==> config.mk <==
export PLATFORM = sky130hd
export DESIGN_NAME = sorted_priority_queue_top
export DESIGN_NICKNAME = d
export VERILOG_FILES = /design/src/rtl/spq_pkg.sv /design/src/rtl/sorted_priority_queue_top.sv /design/src/rtl/spq_cell.sv
export SDC_FILE = /design/constraint.sdc
export NUM_CORES = 2
export LEC_CHECK = 0
export BUFFER_PORTS_ARGS = -buffer_cell sky130_fd_sc_hd__buf_2
export CORE_MARGIN = 2
export CORE_UTILIZATION = 35
export CTS_BUF_LIST = sky130_fd_sc_hd__clkbuf_8 sky130_fd_sc_hd__clkbuf_16
export CTS_CLUSTER_SIZE = 10
export DETAILED_ROUTE_END_ITERATION = 16
export PLACE_DENSITY_LB_ADDON = 0.1
export SETUP_SLACK_MARGIN = 0.1
export SYNTH_ARGS = -nofsm -noshare
export SYNTH_HDL_FRONTEND = slang
export SYNTH_SLANG_ARGS = --single-unit
==> constraint.sdc <==
create_clock -name clk -period 13.3 [get_ports clk]
set_clock_uncertainty 0.05 [all_clocks]
set_input_delay 1.995 -clock clk [delete_from_list [all_inputs] [get_ports clk]]
set_output_delay 1.995 -clock clk [all_outputs]
set_load 0.005 [all_outputs]
==> src/rtl/spq_pkg.sv <==
// package: types, codes and sizes for the sorted priority queue
`default_nettype none
package spq_pkg;

	localparam int CAPACITY = 16;
	localparam int CNT_W    = $clog2(CAPACITY + 1);
	localparam int VAL_W    = 32;

	localparam logic CMD_INSERT = 1'b0;
	localparam logic CMD_REMOVE = 1'b1;

	localparam logic [1:0] ST_DONE = 2'd0;
	localparam logic [1:0] ST_FULL = 2'd1;
	localparam logic [1:0] ST_MISS = 2'd2;

	typedef struct packed {
		logic                    command;
		logic signed [VAL_W-1:0] value;
	} spq_req_t;

	typedef struct packed {
		logic [1:0]              status;
		logic [CNT_W-1:0]        count;
		logic signed [VAL_W-1:0] smallest;
		logic                    smallest_valid;
	} spq_rsp_t;

	typedef struct packed {
		logic ins;
		logic rem;
	} spq_ctrl_t;

endpackage
`default_nettype wire

==> src/rtl/sorted_priority_queue_top.sv <==
// top level: sorted priority queue built from a chain of compare-and-shift cells
//
//  channel  | ports                 | handshake
//  request  | start, busy, req      | accepted when start && !busy
//  response | done, rsp             | one-cycle strobe, no back pressure
//
// each word is registered on accept; then every cell updates at once and
// the response is registered, with busy high until that update.
// done is high in the cycle after the update; a new word may start then.
// reset clears the count and control; cell contents stay undefined.
`default_nettype none
module sorted_priority_queue_top import spq_pkg::*; (
	input  wire logic     clk,
	input  wire logic     arst_n,
	input  wire logic     start,
	output logic          busy,
	input  wire spq_req_t req,
	output logic          done,
	output spq_rsp_t      rsp
);

	logic                    pending_q;
	logic                    cmd_q;
	logic signed [VAL_W-1:0] value_q;
	logic [CNT_W-1:0]        count_q;
	logic                    done_q;
	spq_rsp_t                rsp_q;

	logic [CAPACITY-1:0]     lt;
	logic [CAPACITY-1:0]     eq;
	logic signed [VAL_W-1:0] entry   [CAPACITY];
	logic signed [VAL_W-1:0] entry_d [CAPACITY];

	logic                    full;
	logic                    found;
	spq_ctrl_t               ctrl;
	logic [CNT_W-1:0]        count_d;
	logic [1:0]              status_d;

	assign busy  = pending_q;
	assign done  = done_q;
	assign rsp   = rsp_q;
	assign full  = (count_q == CNT_W'(CAPACITY));
	assign found = |eq;

	always_comb begin
		ctrl.ins = pending_q && (cmd_q == CMD_INSERT) && !full;
		ctrl.rem = pending_q && (cmd_q == CMD_REMOVE) && found;
		count_d  = count_q;
		status_d = ST_DONE;
		if (cmd_q == CMD_INSERT) begin
			if (full) begin
				status_d = ST_FULL;
			end else begin
				count_d = count_q + CNT_W'(1);
			end
		end else begin
			if (!found) begin
				status_d = ST_MISS;
			end else begin
				count_d = count_q - CNT_W'(1);
			end
		end
	end

	for (genvar i = 0; i < CAPACITY; i++) begin : g_cell
		logic                    lt_prev;
		logic signed [VAL_W-1:0] entry_prev;
		logic signed [VAL_W-1:0] entry_next;

		if (i == 0) begin : g_first
			assign lt_prev    = 1'b0;
			assign entry_prev = value_q;
		end else begin : g_mid
			assign lt_prev    = lt[i-1];
			assign entry_prev = entry[i-1];
		end

		if (i == CAPACITY - 1) begin : g_last
			assign entry_next = entry[i];
		end else begin : g_inner
			assign entry_next = entry[i+1];
		end

		spq_cell u_cell (
			.clk        (clk),
			.ctrl       (ctrl),
			.value      (value_q),
			.occupied   (CNT_W'(i) < count_q),
			.lt_prev    (lt_prev),
			.entry_prev (entry_prev),
			.entry_next (entry_next),
			.lt         (lt[i]),
			.eq         (eq[i]),
			.entry      (entry[i]),
			.entry_d    (entry_d[i])
		);
	end

	always_ff @(posedge clk) begin
		if (start && !pending_q) begin
			cmd_q   <= req.command;
			value_q <= req.value;
		end
		if (pending_q) begin
			rsp_q.status         <= status_d;
			rsp_q.count          <= count_d;
			rsp_q.smallest       <= (count_d != '0) ? entry_d[0] : '0;
			rsp_q.smallest_valid <= (count_d != '0);
		end
	end

	always_ff @(posedge clk or negedge arst_n) begin
		if (!arst_n) begin
			pending_q <= 1'b0;
			done_q    <= 1'b0;
			count_q   <= '0;
		end else begin
			done_q <= pending_q;
			if (pending_q) begin
				pending_q <= 1'b0;
				count_q   <= count_d;
			end else if (start) begin
				pending_q <= 1'b1;
			end
		end
	end

	a_count_range: assert property (@(posedge clk) disable iff (!arst_n)
		count_q <= CNT_W'(CAPACITY))
		else $error("count beyond capacity");

	a_done_follows: assert property (@(posedge clk) disable iff (!arst_n)
		pending_q |=> done_q && !pending_q)
		else $error("response missing after word");

	a_valid_flag: assert property (@(posedge clk) disable iff (!arst_n)
		done_q |-> (rsp_q.smallest_valid == (rsp_q.count != '0)))
		else $error("smallest_valid disagrees with count");

	a_full_count: assert property (@(posedge clk) disable iff (!arst_n)
		done_q && rsp_q.status == ST_FULL |-> rsp_q.count == CNT_W'(CAPACITY))
		else $error("full status with room left");

endmodule
`default_nettype wire

==> src/rtl/spq_cell.sv <==
// one storage cell of the sorted chain: compare against the word and shift
`default_nettype none
module spq_cell import spq_pkg::*; (
	input  wire logic                    clk,
	input  wire spq_ctrl_t               ctrl,
	input  wire logic signed [VAL_W-1:0] value,
	input  wire logic                    occupied,
	input  wire logic                    lt_prev,
	input  wire logic signed [VAL_W-1:0] entry_prev,
	input  wire logic signed [VAL_W-1:0] entry_next,
	output logic                         lt,
	output logic                         eq,
	output logic signed [VAL_W-1:0]      entry,
	output logic signed [VAL_W-1:0]      entry_d
);

	logic signed [VAL_W-1:0] entry_q;

	assign lt    = occupied && (entry_q < value);
	assign eq    = occupied && (entry_q == value);
	assign entry = entry_q;

	always_comb begin
		entry_d = entry_q;
		if (ctrl.ins && !lt) begin
			entry_d = lt_prev ? value : entry_prev;
		end else if (ctrl.rem && !lt) begin
			entry_d = entry_next;
		end
	end

	always_ff @(posedge clk) begin
		entry_q <= entry_d;
	end

endmodule
`default_nettype wire

==> metrics.md <==
| Metric | Value |
|---|---|
| Status | complete, no violations |
| Pwr dens | 139 mW/mm^2 |
| Syn Area/Cell | 10.2 um^2 |
| Vias in the first global route | 30100 |
| Max Transition Viols Final | 0 |
| Crit path DAT | around 6.0 ns |
| Die Wd | 342 um |
| Layout area overhead | 12.1% |
| Leak | between 15 and 20 nW |
| DR DRC count | 0 |
| Yosys warns | 0 |
| Reg clk slew, reported paths | roughly 0.060 ns |
| Relative slew slack | between 20% and 30% |
| Die area | ~0.12 mm^2 |
| Gp weighted congestion | between 0.9 and 1 |
| Cts bufs inserted | 75 |
| Worst hold path type | flop to flop |
| Total negative slack | 0 ns |
| CTS resizes | 0 |
| #FFs+latches synth | between 500 and 600 |
| Flop-to-flop setup slack | ~7.5 ns |
| Buffers added on ports | 77 |
| Top cells by area, synth | edfxtp_1 (42%), ha_1 (16%), a21oi_1 (6.9%), mux2i_1 (6.1%), o21ai_0 (3.8%) |
| Netlist cell types | 70 |
| Core area | about 0.11 mm^2 |
| IO Count | 78 |
| Hold path cells | 1 |
| Max Cap Viol | 0 |
| Clock buffer depth | 3 |
| Crit path max fanout | 23 |
| Total power draw | ~6.2 mW |
| Vias per std cell | between 5 and 6 |
| HPWL after DPL | 113000 um |
| Initial antenna violation count | 3 |
| Total number of vias | approximately 32000 |
| Slew @ Worst Pin | between 1 and 1.5 ns |
| Initial DRC count | roughly 3200 |
| Share of layout cells above drive strength 1 | between 10% and 20% |
| Synth area leader | edfxtp_1 |
| TritonCTS clock tree | done |
| GR Util All Layers | 25.9% |
| Largest net degree at the start of global routing | 65 |
| Clk sinks | between 500 and 600 |
| First-pass GRT wire length | 221000 um |
| Hold buffers post-CTS | 0 |
| Crit start category | flop |
| Fin crit period | between 5 and 6 ns |
| H-Tree Depth | 3 |
| Avg WL per Cell | 27.9 um |
| Final hold vios | 0 |
| R2r worst-path depth | 11 |
| Postcts setup bufs | 0 |
| Most used DFF post-synth | edfxtp_1 |
| Clk_lat worst skew | between 0.6 and 0.7 ns |
| Seq/Total Area, Yosys | a little over two fifths |
| Req. time, crit path | 13.54 ns |
| Syn Inst Count | around 4000 |
| Peak VDD IR | between 0.0001 and 0.00015 V |
| Fin crit share | between 40% and 50% |
| Final net count | between 4000 and 5000 |
| DIE HEIGHT | between 300 and 400 um |
| Synth cell count leaders | edfxtp_1 (553), a21oi_1 (548), ha_1 (516) |
| Post-synth EDFFs | 553 |
| # rows | approximately 120 |
| Initial core utilization | a little over a third |
| Root Buffer | clkbuf_16 |
| Synthesized area | between 0.03 and 0.04 mm^2 |
| Worst Path Class, Setup | flop to flop |
| Top-count cell post-synth | edfxtp_1 |
| Final setup fails | 0 |
| RSZ-0062 raised after global routing | false |
| FMAX | ~170 MHz |
| FILL cells | around 11000 |
| Critical Path End Type | flop |
| Post-detailed-route count of antenna-violating nets | 0 |
| Routed wire length | about 150000 um |
| Share of the synthesized area in the top cell type | 41.6% |
| Pre-antenna DRT Iters | 5 |
| Ys async rst share | between 1 and 1.5% |
| Remaining global-route overflow | 0 |
| Syn Nets | between 4000 and 5000 |
where the power goes:
| part | total, mW | leakage (nW) | internal [mW] | switching [mW] |
|---|---|---|---|---|
| combinational | 1.75 | 11.8 | 0.655 | 1.09 |
| sequential | 2.55 | 5.46 | 2.29 | 0.258 |
| clock | 1.92 | 1.20 | 1.07 | 0.845 |
final timing paths:
check | start | endpoint
min in group asynchronous | arst_n | count_q[4]
setup / recovery | g_cell[0].entry_prev[5] | g_cell[3].u_cell.entry[4]
max in group asynchronous | arst_n | busy
hold reg to reg | g_cell[0].u_cell.entry[7] | g_cell[0].u_cell.entry[7]
hold / removal | g_cell[0].u_cell.entry[7] | g_cell[0].u_cell.entry[7]
setup reg to reg | g_cell[0].entry_prev[5] | g_cell[3].u_cell.entry[4]
worst max-delay path, cell delays in order (launching register included):
cell and delay, ns:
edfxtp_1 0.74, inv_1 0.41, buf_4 0.32, ha_1 0.32
nand4_1 0.17, or4_1 0.60, o311ai_1 0.71, nor4_2 0.26
a311o_1 0.49, buf_4 0.29, nor2b_2 0.53, buf_4 0.44
cell usage in the layout (no fill, tap or decap), drive strengths merged, types with 6 or more instances in the layout:
cell type	n
a211oi	17
a31oi	10
o2bb2ai	32
clkinv	19
nand2	236
nor3b	8
mux2i	242
nor4	13
a22oi	32
o2111ai	6
o311ai	7
dfxtp	32
or3	6
nor2b	43
a21o	160
nor2	401
o21ai	306
nor3	24
o21a	24
or2	8
nand2b	8
edfxtp	553
and2	36
and3	6
dfrtp	7
clkbuf	79
a21oi	548
and4	6
nand4	127
inv	100
or4	7
o211ai	13
mux2	95
a2111oi	9
ha	516
nand3	19
buf	191
cell families (layout without fill, tap and decap cells):
group | after synthesis | after routing | synth area share, %
multiplexers | 337 | 337 | 8.75
XOR/XNOR | 4 | 4 | 0.0878
flip-flops | 592 | 592 | 43.6
buffers and inverters | 293 | 390 | 2.82
other | 0 | 1 | 0
adder cells (fa/ha/maj) | 516 | 516 | 16.2
AO/OA/AOI/OAI | 1198 | 1198 | 17.4
AND/OR/NAND/NOR | 958 | 958 | 11.1
per-layer routing:
layer	routed length (um)	part of all wire, %	vias to the layer above	GRT usage (%)
met5	0	0	-	0
met4	3980	2.6	0	7.25
met3	9220	6.0	181	3.31
met2	67200	44	1076	39.4
met1	73000	48	15500	38.2
li1	-	-	14900	-
state kept, by name, summed over array words and instances, names as in the netlist:
| signal | cells |
|---|---|
| done | 1 |
| count_q | 5 |
| cmd_q | 1 |
| rsp | 40 |
| g_cell.u_cell.entry | 512 |
| g_cell.entry_prev | 32 |
| busy | 1 |
layout make-up:
cell class / count / area, um^2 / share of cell area [%]
Multi-Input combinational cell: 3013 / 21700 / 48.5
Antenna cell: 1 / 2.50 / 0.00559
Timing Repair Buffer: 191 / 1240 / 2.77
Clock buffer: 79 / 1950 / 4.37
Clock inverter: 52 / 268 / 0.599
Inverter: 68 / 255 / 0.571
Sequential cell: 592 / 17400 / 39.0
Tap cell: 1500 / 1880 / 4.20
through the flow:
step | utilization, % | hold slack, ns | worst slack (ns) | std cells | cell area (um^2)
after global routing | 39.7 | 0.498 | 7.40 | 5495 | 44700
after global placement | 37.7 | 0.455 | 7.70 | 5364 | 42500
after detailed placement | 37.7 | 0.457 | 7.66 | 5364 | 42500
final | 39.7 | 0.478 | 7.54 | 5496 | 44700
after floorplan | - | 0.419 | 8.04 | 3898 | 39900
after CTS | 39.7 | 0.474 | 7.62 | 5495 | 44700
(Power assumes the default switching activity.)
